### config.mk
export PLATFORM = sky130hd
export DESIGN_NAME = multi_axis_dda_step_generator_unit
export DESIGN_NICKNAME = d
export VERILOG_FILES = /design/src/sv/mads_pkg.sv /design/src/sv/multi_axis_dda_step_generator_unit.sv /design/src/sv/mads_seq.sv /design/src/sv/mads_axis.sv /design/src/sv/mads_rsp.sv
export SDC_FILE = /design/constraint.sdc
export NUM_CORES = 1
export LEC_CHECK = 0
export BUFFER_PORTS_ARGS = -buffer_cell sky130_fd_sc_hd__buf_2
export CORE_UTILIZATION = 42
export DETAILED_ROUTE_END_ITERATION = 8
export GPL_TIMING_DRIVEN = 1
export HOLD_SLACK_MARGIN = 0.1
export MAX_ROUTING_LAYER = met4
export PLACE_DENSITY_LB_ADDON = 0.1
export SYNTH_ARGS = -nofsm -noshare
export SYNTH_HDL_FRONTEND = slang
export SYNTH_SLANG_ARGS = --single-unit
### constraint.sdc
create_clock -name clock -period 6.6 [get_ports clock]
set_clock_uncertainty 0.05 [all_clocks]
set_input_delay 0.33 -clock clock [delete_from_list [all_inputs] [get_ports clock]]
set_output_delay 0.33 -clock clock [all_outputs]
set_load 0.01 [all_outputs]
### src/sv/mads_pkg.sv
// ----------------------------------------------------------------------------
// Multi-axis DDA step generator package
// Shared sizes, constants, field types and pipeline structs of the step
// generator.
// ----------------------------------------------------------------------------
`default_nettype none

package mads_pkg;

   localparam int     AXIS_COUNT    = 6;
   localparam longint PHASE_SCALE   = 65536;
   localparam int     SEGMENT_TICKS = 4000;

   // Step count fields carried in one load beat, and the width of the masks.
   localparam int STEP_FIELDS = 6;
   localparam int STEP_W      = 16;
   localparam int MASK_W      = 6;
   localparam int LOAD_FIELDS = (AXIS_COUNT < STEP_FIELDS) ? AXIS_COUNT : STEP_FIELDS;

   localparam int AXIS_W = (AXIS_COUNT > 1) ? $clog2(AXIS_COUNT) : 1;
   localparam int MAG_W  = $clog2(SEGMENT_TICKS + 1);
   localparam int ACC_W  = $clog2(PHASE_SCALE);
   localparam int RATE_W = $clog2(PHASE_SCALE + 1);
   localparam int SUM_W  = $clog2(2 * PHASE_SCALE);

   // Rate = ceil(mag * PHASE_SCALE / SEGMENT_TICKS). The reciprocal estimate
   // is at most one below the floor, which the remainder check corrects.
   localparam int     RECIP_SHIFT = MAG_W;
   localparam longint RECIP       = (PHASE_SCALE << RECIP_SHIFT) / SEGMENT_TICKS;
   localparam int     RECIP_W     = $clog2(RECIP + 1);
   localparam int     PROD_W      = MAG_W + RECIP_W;
   localparam int     NUM_W       = MAG_W + RATE_W;
   localparam int     REM_W       = MAG_W + 1;

   localparam int REQ_DATA_W = STEP_FIELDS * STEP_W;
   localparam int RSP_BITS   = 3 * MASK_W + 1;
   localparam int RSP_DATA_W = ((RSP_BITS + 7) / 8) * 8;
   localparam int RSP_PAD_W  = RSP_DATA_W - RSP_BITS;

   localparam int RSP_Q_DEPTH = 4;
   localparam int RSP_Q_AW    = $clog2(RSP_Q_DEPTH);

   localparam logic REQ_LOAD = 1'b0;
   localparam logic REQ_TICK = 1'b1;

   typedef logic [AXIS_W-1:0]       axis_idx_type;
   typedef logic [MAG_W-1:0]        mag_type;
   typedef logic [ACC_W-1:0]        acc_type;
   typedef logic [RATE_W-1:0]       rate_type;
   typedef logic [SUM_W-1:0]        sum_type;
   typedef logic [PROD_W-1:0]       prod_type;
   typedef logic [NUM_W-1:0]        num_type;
   typedef logic [REM_W-1:0]        rem_type;
   typedef logic [STEP_W-1:0]       step_type;
   typedef logic [STEP_W:0]         absval_type;
   typedef logic [MASK_W-1:0]       mask_type;
   typedef logic [RSP_Q_AW-1:0]     qptr_type;
   typedef logic [RSP_Q_AW:0]       qcnt_type;
   typedef logic [RSP_Q_AW+1:0]     qsum_type;

   // One axis operation walking down the pipeline.
   typedef struct packed {
      logic         valid;
      logic         tick;
      logic         last;
      axis_idx_type axis;
      logic         neg;
      mag_type      mag;
      rate_type     quot;
   } op_type;

   // Per-axis state word held in the axis memory.
   typedef struct packed {
      acc_type  accum;
      rate_type rate;
      mag_type  target;
      mag_type  done;
      logic     pending;
      logic     reverse;
   } axis_word_type;

   // Outcome of one axis operation.
   typedef struct packed {
      logic         valid;
      logic         tick;
      logic         last;
      axis_idx_type axis;
      logic         start;
      logic         stop;
      logic         dir;
   } ev_type;

   typedef struct packed {
      logic     last;
      logic     active;
      mask_type dir_mask;
      mask_type end_mask;
      mask_type start_mask;
   } rsp_type;

   typedef struct packed {
      logic credit_ok;
      logic full;
   } stat_type;

endpackage

`default_nettype wire

### src/sv/multi_axis_dda_step_generator_unit.sv
// ----------------------------------------------------------------------------
// Multi-axis DDA step generator
// Six-axis digital differential analyzer producing step pulse start, end and
// direction masks per tick beat.
// ----------------------------------------------------------------------------
// A beat with tuser 0 loads a segment of six signed step counts; a beat with
// tuser 1 is one tick and returns one result beat. Every beat walks the axes
// through a single read-modify-write port of the axis state memory, one axis
// per cycle, so a new beat is accepted only once the walk has reached the last
// axis of the previous beat. Results wait in a four-entry queue; besides the
// axis walk, the input stalls only when queued and in-flight tick results fill
// it. After reset no clearing pass is needed: every axis reads as zero until
// first written.
`default_nettype none

module multi_axis_dda_step_generator_unit (
   input  wire logic                                clock,
   input  wire logic                                reset,
   input  wire logic                                req_tvalid,
   output logic                                     req_tready,
   // req_type
   input  wire logic                                req_tuser,
   // axis0_steps .. axis5_steps, 16 bits each, axis 0 lowest
   input  wire logic [mads_pkg::REQ_DATA_W-1:0]     req_tdata,
   output logic                                     rsp_tvalid,
   input  wire logic                                rsp_tready,
   // pulse_start_mask, pulse_end_mask, direction_mask, segment_active, zero fill
   output logic [mads_pkg::RSP_DATA_W-1:0]          rsp_tdata,
   // segment_last
   output logic                                     rsp_tlast
);

   mads_pkg::op_type   op;
   mads_pkg::ev_type   ev;
   mads_pkg::rsp_type  rsp;
   mads_pkg::stat_type stat;
   logic               tick_accept;

   assign tick_accept = req_tvalid && req_tready && (req_tuser == mads_pkg::REQ_TICK);

   mads_seq u_seq (
      .clock     (clock),
      .reset     (reset),
      .req_valid (req_tvalid),
      .req_kind  (req_tuser),
      .req_steps (req_tdata),
      .credit_ok (stat.credit_ok),
      .req_ready (req_tready),
      .op_out    (op)
   );

   mads_axis u_axis (
      .clock  (clock),
      .reset  (reset),
      .op_in  (op),
      .ev_out (ev)
   );

   mads_rsp u_rsp (
      .clock       (clock),
      .reset       (reset),
      .ev_in       (ev),
      .tick_accept (tick_accept),
      .rsp_ready   (rsp_tready),
      .rsp_valid   (rsp_tvalid),
      .rsp_out     (rsp),
      .stat_out    (stat)
   );

   assign rsp_tdata = {{mads_pkg::RSP_PAD_W{1'b0}}, rsp.active, rsp.dir_mask,
                       rsp.end_mask, rsp.start_mask};
   assign rsp_tlast = rsp.last;

   // The axes of one beat leave the memory stage in consecutive cycles.
   assert property (@(posedge clock) disable iff (reset)
      (ev.valid && !ev.last) |=>
         (ev.valid && (ev.axis == mads_pkg::axis_idx_type'($past(ev.axis) + 1'b1))))
      else $error("axis walk broken between memory stage cycles");

   // A finished tick never finds the result queue full.
   assert property (@(posedge clock) disable iff (reset)
      (ev.valid && ev.tick && ev.last) |-> !stat.full)
      else $error("tick result arrived with the result queue full");

   // The last tick of a segment is always an active tick.
   assert property (@(posedge clock) disable iff (reset)
      (rsp_tvalid && rsp_tlast) |-> rsp_tdata[3*mads_pkg::MASK_W])
      else $error("segment_last without segment_active");

endmodule

`default_nettype wire

### src/sv/mads_seq.sv
// ----------------------------------------------------------------------------
// Step generator axis sequencer
// Holds the accepted beat, walks its axes one per cycle and computes the
// magnitude and the reciprocal rate estimate for each axis.
// ----------------------------------------------------------------------------
`default_nettype none

module mads_seq (
   input  wire logic                                 clock,
   input  wire logic                                 reset,
   input  wire logic                                 req_valid,
   input  wire logic                                 req_kind,
   input  wire logic [mads_pkg::REQ_DATA_W-1:0]      req_steps,
   input  wire logic                                 credit_ok,
   output logic                                      req_ready,
   output mads_pkg::op_type                          op_out
);

   logic                        busy_ff, busy_in;
   logic                        kind_ff, kind_in;
   mads_pkg::axis_idx_type      axis_ff, axis_in;
   mads_pkg::step_type          steps_ff [mads_pkg::AXIS_COUNT];
   mads_pkg::step_type          steps_in [mads_pkg::AXIS_COUNT];
   mads_pkg::op_type            s1_ff, s1_in;
   mads_pkg::op_type            s2_ff, s2_in;
   logic                        at_last;
   logic                        accept;
   logic                        neg;
   mads_pkg::absval_type        ext;
   mads_pkg::absval_type        absv;
   mads_pkg::prod_type          prod;

   assign at_last   = (axis_ff == mads_pkg::axis_idx_type'(mads_pkg::AXIS_COUNT - 1));
   assign req_ready = (!busy_ff || at_last) && credit_ok;
   assign accept    = req_valid && req_ready;

   // Magnitude of the axis at the head of the shift line, saturated.
   always_comb begin
      neg  = steps_ff[0][mads_pkg::STEP_W-1];
      ext  = {steps_ff[0][mads_pkg::STEP_W-1], steps_ff[0]};
      absv = neg ? (mads_pkg::absval_type'(0) - ext) : ext;
      s1_in.valid = busy_ff;
      s1_in.tick  = (kind_ff == mads_pkg::REQ_TICK);
      s1_in.last  = at_last;
      s1_in.axis  = axis_ff;
      s1_in.neg   = neg;
      s1_in.mag   = (absv > mads_pkg::absval_type'(mads_pkg::SEGMENT_TICKS)) ?
                    mads_pkg::mag_type'(mads_pkg::SEGMENT_TICKS) :
                    mads_pkg::mag_type'(absv);
      s1_in.quot  = '0;
   end

   always_comb begin
      prod  = mads_pkg::prod_type'(s1_ff.mag) * mads_pkg::prod_type'(mads_pkg::RECIP);
      s2_in = s1_ff;
      s2_in.quot = mads_pkg::rate_type'(prod >> mads_pkg::RECIP_SHIFT);
   end

   always_comb begin
      busy_in = busy_ff;
      kind_in = kind_ff;
      axis_in = axis_ff;
      for (int i = 0; i < mads_pkg::AXIS_COUNT; i++) begin
         steps_in[i] = steps_ff[i];
      end
      if (accept) begin
         busy_in = 1'b1;
         kind_in = req_kind;
         axis_in = '0;
         for (int i = 0; i < mads_pkg::AXIS_COUNT; i++) begin
            steps_in[i] = '0;
         end
         for (int i = 0; i < mads_pkg::LOAD_FIELDS; i++) begin
            steps_in[i] = req_steps[i*mads_pkg::STEP_W +: mads_pkg::STEP_W];
         end
      end else if (busy_ff) begin
         if (at_last) begin
            busy_in = 1'b0;
         end else begin
            axis_in = mads_pkg::axis_idx_type'(axis_ff + 1'b1);
            for (int i = 0; i < mads_pkg::AXIS_COUNT - 1; i++) begin
               steps_in[i] = steps_ff[i+1];
            end
            steps_in[mads_pkg::AXIS_COUNT-1] = '0;
         end
      end
   end

   always_ff @(posedge clock) begin
      if (reset) begin
         busy_ff       <= 1'b0;
         axis_ff       <= '0;
         s1_ff.valid   <= 1'b0;
         s2_ff.valid   <= 1'b0;
      end else begin
         busy_ff       <= busy_in;
         axis_ff       <= axis_in;
         s1_ff.valid   <= s1_in.valid;
         s2_ff.valid   <= s2_in.valid;
      end
      kind_ff  <= kind_in;
      steps_ff <= steps_in;
      s1_ff.tick <= s1_in.tick;
      s1_ff.last <= s1_in.last;
      s1_ff.axis <= s1_in.axis;
      s1_ff.neg  <= s1_in.neg;
      s1_ff.mag  <= s1_in.mag;
      s1_ff.quot <= s1_in.quot;
      s2_ff.tick <= s2_in.tick;
      s2_ff.last <= s2_in.last;
      s2_ff.axis <= s2_in.axis;
      s2_ff.neg  <= s2_in.neg;
      s2_ff.mag  <= s2_in.mag;
      s2_ff.quot <= s2_in.quot;
   end

   assign op_out = s2_ff;

endmodule

`default_nettype wire

### src/sv/mads_axis.sv
// ----------------------------------------------------------------------------
// Step generator axis state memory
// Reads the state word of one axis per cycle, applies a load or a tick and
// writes it back, forwarding the word when the next read hits the same axis.
// ----------------------------------------------------------------------------
`default_nettype none

module mads_axis (
   input  wire logic              clock,
   input  wire logic              reset,
   input  wire mads_pkg::op_type  op_in,
   output mads_pkg::ev_type       ev_out
);

   mads_pkg::axis_word_type mem [mads_pkg::AXIS_COUNT];
   logic [mads_pkg::AXIS_COUNT-1:0] valid_ff;

   mads_pkg::op_type        op_ff;
   mads_pkg::rem_type       rem_ff, rem_in;
   mads_pkg::axis_word_type rd_word_ff;
   logic                    rd_vld_ff;
   logic                    fwd_ff;
   mads_pkg::axis_word_type fwd_word_ff;

   mads_pkg::num_type       num;
   mads_pkg::num_type       den;
   mads_pkg::axis_word_type cur;
   mads_pkg::axis_word_type wr_word;
   mads_pkg::rate_type      rate_new;
   mads_pkg::sum_type       sum;
   logic                    wr_en;
   logic                    start;

   // Remainder of mag * PHASE_SCALE against the quotient estimate.
   always_comb begin
      num    = mads_pkg::num_type'(op_in.mag) * mads_pkg::num_type'(mads_pkg::PHASE_SCALE);
      den    = mads_pkg::num_type'(op_in.quot) * mads_pkg::num_type'(mads_pkg::SEGMENT_TICKS);
      rem_in = mads_pkg::rem_type'(num - den);
   end

   assign wr_en = op_ff.valid;

   always_comb begin
      cur   = fwd_ff ? fwd_word_ff : (rd_vld_ff ? rd_word_ff : '0);
      start = 1'b0;
      sum   = '0;
      // The remainder lies below twice the segment length: it settles both
      // the floor correction and the rounding up.
      if (rem_ff > mads_pkg::rem_type'(mads_pkg::SEGMENT_TICKS)) begin
         rate_new = mads_pkg::rate_type'(op_ff.quot + 2'd2);
      end else if (rem_ff != '0) begin
         rate_new = mads_pkg::rate_type'(op_ff.quot + 2'd1);
      end else begin
         rate_new = op_ff.quot;
      end
      wr_word = cur;
      if (op_ff.tick) begin
         wr_word.pending = 1'b0;
         if (cur.done < cur.target) begin
            sum = mads_pkg::sum_type'(cur.accum) + mads_pkg::sum_type'(cur.rate);
            if (sum >= mads_pkg::sum_type'(mads_pkg::PHASE_SCALE)) begin
               wr_word.accum   = mads_pkg::acc_type'(sum -
                                 mads_pkg::sum_type'(mads_pkg::PHASE_SCALE));
               wr_word.pending = 1'b1;
               wr_word.done    = mads_pkg::mag_type'(cur.done + 1'b1);
               start           = 1'b1;
            end else begin
               wr_word.accum = mads_pkg::acc_type'(sum);
            end
         end
      end else begin
         wr_word.target  = op_ff.mag;
         wr_word.done    = '0;
         wr_word.reverse = op_ff.neg;
         wr_word.rate    = rate_new;
      end
   end

   always_comb begin
      ev_out.valid = op_ff.valid;
      ev_out.tick  = op_ff.tick;
      ev_out.last  = op_ff.last;
      ev_out.axis  = op_ff.axis;
      ev_out.start = start;
      ev_out.stop  = op_ff.tick && cur.pending;
      ev_out.dir   = wr_word.reverse;
   end

   always_ff @(posedge clock) begin
      if (reset) begin
         op_ff.valid <= 1'b0;
         valid_ff    <= '0;
         fwd_ff      <= 1'b0;
      end else begin
         op_ff.valid <= op_in.valid;
         if (wr_en) begin
            valid_ff[op_ff.axis] <= 1'b1;
         end
         fwd_ff <= wr_en && (op_ff.axis == op_in.axis);
      end
      op_ff.tick  <= op_in.tick;
      op_ff.last  <= op_in.last;
      op_ff.axis  <= op_in.axis;
      op_ff.neg   <= op_in.neg;
      op_ff.mag   <= op_in.mag;
      op_ff.quot  <= op_in.quot;
      rem_ff      <= rem_in;
      rd_word_ff  <= mem[op_in.axis];
      rd_vld_ff   <= valid_ff[op_in.axis];
      fwd_word_ff <= wr_word;
      if (wr_en) begin
         mem[op_ff.axis] <= wr_word;
      end
   end

endmodule

`default_nettype wire

### src/sv/mads_rsp.sv
// ----------------------------------------------------------------------------
// Step generator result assembly
// Gathers the per-axis outcomes of a tick into masks, keeps the segment tick
// counter and queues finished results for the output channel.
// ----------------------------------------------------------------------------
`default_nettype none

module mads_rsp (
   input  wire logic              clock,
   input  wire logic              reset,
   input  wire mads_pkg::ev_type  ev_in,
   input  wire logic              tick_accept,
   input  wire logic              rsp_ready,
   output logic                   rsp_valid,
   output mads_pkg::rsp_type      rsp_out,
   output mads_pkg::stat_type     stat_out
);

   mads_pkg::mask_type start_acc_ff, start_acc_in;
   mads_pkg::mask_type stop_acc_ff, stop_acc_in;
   mads_pkg::mask_type dir_acc_ff, dir_acc_in;
   mads_pkg::mag_type  ticks_ff, ticks_in;
   mads_pkg::rsp_type  q_ff [mads_pkg::RSP_Q_DEPTH];
   mads_pkg::qptr_type wr_ptr_ff, rd_ptr_ff;
   mads_pkg::qcnt_type count_ff, count_in;
   mads_pkg::qcnt_type inflight_ff, inflight_in;
   mads_pkg::mask_type start_cur, stop_cur, dir_cur;
   mads_pkg::rsp_type  result;
   logic               push;
   logic               pop;

   assign push = ev_in.valid && ev_in.tick && ev_in.last;
   assign pop  = (count_ff != '0) && rsp_ready;

   always_comb begin
      start_cur = start_acc_ff;
      stop_cur  = stop_acc_ff;
      dir_cur   = dir_acc_ff;
      for (int i = 0; i < mads_pkg::MASK_W; i++) begin
         if ((i < mads_pkg::AXIS_COUNT) &&
             (ev_in.axis == mads_pkg::axis_idx_type'(i))) begin
            start_cur[i] = start_acc_ff[i] | ev_in.start;
            stop_cur[i]  = stop_acc_ff[i] | ev_in.stop;
            dir_cur[i]   = dir_acc_ff[i] | ev_in.dir;
         end
      end
      result.start_mask = start_cur;
      result.end_mask   = stop_cur;
      result.dir_mask   = dir_cur;
      result.active     = (ticks_ff != '0);
      result.last       = (ticks_ff == mads_pkg::mag_type'(1));
   end

   always_comb begin
      start_acc_in = start_acc_ff;
      stop_acc_in  = stop_acc_ff;
      dir_acc_in   = dir_acc_ff;
      ticks_in     = ticks_ff;
      if (ev_in.valid && ev_in.tick) begin
         if (ev_in.last) begin
            start_acc_in = '0;
            stop_acc_in  = '0;
            dir_acc_in   = '0;
         end else begin
            start_acc_in = start_cur;
            stop_acc_in  = stop_cur;
            dir_acc_in   = dir_cur;
         end
      end
      if (ev_in.valid && ev_in.last) begin
         if (!ev_in.tick) begin
            ticks_in = mads_pkg::mag_type'(mads_pkg::SEGMENT_TICKS);
         end else if (ticks_ff != '0) begin
            ticks_in = mads_pkg::mag_type'(ticks_ff - 1'b1);
         end
      end
      count_in    = mads_pkg::qcnt_type'(count_ff + push - pop);
      inflight_in = mads_pkg::qcnt_type'(inflight_ff + tick_accept - push);
   end

   always_ff @(posedge clock) begin
      if (reset) begin
         start_acc_ff <= '0;
         stop_acc_ff  <= '0;
         dir_acc_ff   <= '0;
         ticks_ff     <= '0;
         wr_ptr_ff    <= '0;
         rd_ptr_ff    <= '0;
         count_ff     <= '0;
         inflight_ff  <= '0;
      end else begin
         start_acc_ff <= start_acc_in;
         stop_acc_ff  <= stop_acc_in;
         dir_acc_ff   <= dir_acc_in;
         ticks_ff     <= ticks_in;
         count_ff     <= count_in;
         inflight_ff  <= inflight_in;
         if (push) begin
            wr_ptr_ff <= mads_pkg::qptr_type'(wr_ptr_ff + 1'b1);
         end
         if (pop) begin
            rd_ptr_ff <= mads_pkg::qptr_type'(rd_ptr_ff + 1'b1);
         end
      end
      if (push) begin
         q_ff[wr_ptr_ff] <= result;
      end
   end

   assign rsp_valid = (count_ff != '0);
   assign rsp_out   = q_ff[rd_ptr_ff];

   // Room is reserved for every tick that is already in the pipeline.
   assign stat_out.credit_ok = (mads_pkg::qsum_type'(count_ff) + mads_pkg::qsum_type'(inflight_ff))
                               < mads_pkg::qsum_type'(mads_pkg::RSP_Q_DEPTH);
   assign stat_out.full      = (count_ff == mads_pkg::qcnt_type'(mads_pkg::RSP_Q_DEPTH));

endmodule

`default_nettype wire
==> metrics <==
wire length per cell between 15 and 20 um; sequential-to-total area share from yosys stat 65.34%; ys flop type edfxtp_1; Post-Route WL 69.90 mm; area share of the largest cell type after synthesis 48.80%; Die Y 280.9 um; # setup viols final 0; Post-synth top cells edfxtp_1, nand2_1, dfxtp_1; final net count 2846; core area roughly 76000 um^2; Final Hold Slack ~150 ps; minimum clock period 4999 ps; worst-skew pair later-pin latency roughly 630 ps; HPWL Detailed 42.02 mm; I/O Buffers 122; initial drt markers roughly 1000; number of synthesized flops with an enable pin 531; Starting Density 42.74%; Max clock buf depth 3; slew margin rel. between 20% and 30%; Cell Rows 101; number of global-route vias before repair around 20000; outcome finished, final reports clean; Sink Count 801; Synth area leaders edfxtp_1, dfxtp_1, mux4_2; GPL Wtd Cong 0.8414; count leader, synth edfxtp_1; number of fill cells in the layout about 6600; fin crit share 75.74%; Fin. Hold Viols 0; area leader, netlist edfxtp_1; CTS H-tree depth 3; Synth-to-Final Area Change 16.88%; Mapped Avg Cell Area 13.86 um^2; drt pass-1 iters 5; yosys warns 0; CP Max Fanout 33; critical path cell sequence and2b_2, buf_4, a22o_1, ha_1, a21o_1, a21o_1, a211o_1, a32o_1, nor3_2, buf_4, a21oi_1, nor3b_1; synthesis-stage register bit count 801; Post-CTS Hold Buffers 97; CP Launch Type register; Max Fclk 200.0 MHz; CTS buffer count 87; cells after synthesis 2358; die area 78920 um^2; GRT Util Overall 18.41%; Resize count post-CTS 0; M1 WL ~32 mm; postcts setup bufs 0; CTS clk-pin slew, worst paths 60 ps; grt ovf 0; Yosys cell types 77; initial antenna violation count 0; IO Pins 128; DRT antenna net count 0; vias per cell 5.144; critical path capture point type register; DR WL met3 2.714 mm; CTS tree yes; # DRC 0; Max-Cap Viols 0; Worst path slowest cell nor3_2; P_leak about 15 nW; Pwr Total roughly 0.017 W; largest net degree at the start of global routing 85; first-pass GRT wire length 109.4 mm; unrepaired setup endpoints after global routing no; DR vias 19000; chip width 280.9 um; worst-margin pin slew between 1000 and 1500 ps; synthesized area 32680 um^2; crit path kind register to register; Clk Tree Root Cell clkbuf_16; Max Slew Vio Count 0; Worst Path Arrival between 5000 and 6000 ps; pwr dens 440.2 nW/um^2; Final Util 49.95%; critical path required time just under 7000 ps; Sum Neg Setup Slack 0 ps; layout cells sized above 1 14.80%; DR WL met2 33.55 mm; Max IR drop VDD 423.8 uV; critical path's largest stage delay 720 ps; Worst Hold Class input pin to register; Top Layer Used met4; Synth async-reset ratio 0%
[flip-flops by register name (all words and copies together), names as in the netlist, 6 cells and up, named ones only]
name,count
u_axis.mem,354
u_rsp.q_ff,80
u_seq.steps_ff,80
u_axis.fwd_word_ff,59
u_axis.rd_word_ff,59
u_seq.op_out,36
u_axis.op_ff,30
u_seq.s1_ff,19
u_seq.ext,16
u_rsp.ticks_ff,12
u_axis.rem_ff,7
u_axis.valid_ff,6
u_rsp.dir_acc_ff,6
u_rsp.start_acc_ff,6
u_rsp.stop_acc_ff,6
[kinds of logic after synthesis]
group	share of synthesized area (%)
buffers and inverters	2.271
AO/OA/AOI/OAI	7.076
multiplexers	7.689
other	0.01148
XOR/XNOR	2.386
adder cells (fa/ha/maj)	6.609
flip-flops	65.34
AND/OR/NAND/NOR	8.616
[critical path: cells and delay by family, from the launching register on]
kind            cells  cell delay [ps]
simple gates        3             1910
compound gates      6             1220
buf+inv             2              800
flops               1              400
fa+ha+maj           1              280
[final timing paths]
path / start / to / slack [ps] / depth (start not counted)
hold / removal: rsp_tready / u_rsp.rd_ptr_ff[0] / 150 / 4
setup reg to reg: u_axis.rd_vld_ff / u_axis.mem[1][5] / 1600 / 12
hold reg to reg: u_seq.op_out[23] / u_axis.op_ff[23] / 270 / 0
setup / recovery: u_axis.rd_vld_ff / u_axis.mem[1][5] / 1600 / 12
[per-stage QoR]
stage | setup WS (ps) | instance area (um^2) | std cells
after floorplan | 1964 | 32690 | 2362
after global placement | 1824 | 34350 | 3432
after detailed placement | 1607 | 34350 | 3432
after CTS | 1597 | 38190 | 3692
after global routing | 1210 | 38190 | 3692
final | 1601 | 38190 | 3693
[per-layer routing]
layer / up-vias / global-route usage [%]
li1: 9138 / -
met1: 9422 / 24.41
met3: 113 / 2.918
met4: 0 / 5.142
met2: 325 / 29.32
met5: - / -
[layout make-up]
class                   instances  area (um^2)  area share [%]
flip-flops and latches        801        21360           55.94
multi-input cells            1381        10630           27.82
clock buffers                 129         2530           6.624
repair buffers                240         1752           4.587
well taps                    1030         1289           3.374
clock inverters                34        339.1          0.8878
inverters                      77        289.0          0.7568
diodes                          1        2.502        0.006552
[cell usage in the layout, fill, tap and decap left out, drive strengths merged, types with 7 or more instances in the layout]
cell type    instances
a211oi               8
a21o                32
a21oi              122
a22o                37
a22oi               20
a31oi               15
and2                15
and3                25
buf                143
clkbuf             129
clkinv              24
dfxtp              270
dlygate4sd3         97
edfxtp             531
fa                  26
ha                 131
inv                 82
mux2                 8
mux2i               62
mux4                80
nand2              310
nand2b              11
nand3               26
nand4               11
nor2               146
nor2b                7
nor3                30
nor3b                8
nor4                 8
o211a               12
o21ai               56
or3                 10
xnor2               47
xor2                42
[power by group]
| group | switching (W) | total, W | internal, W |
|---|---|---|---|
| clock | 0.00193 | 0.00480 | 0.00286 |
| combinational | 0.00290 | 0.00533 | 0.00242 |
| sequential | 0.000412 | 0.00669 | 0.00628 |
Power figures use the tool's default switching activity.
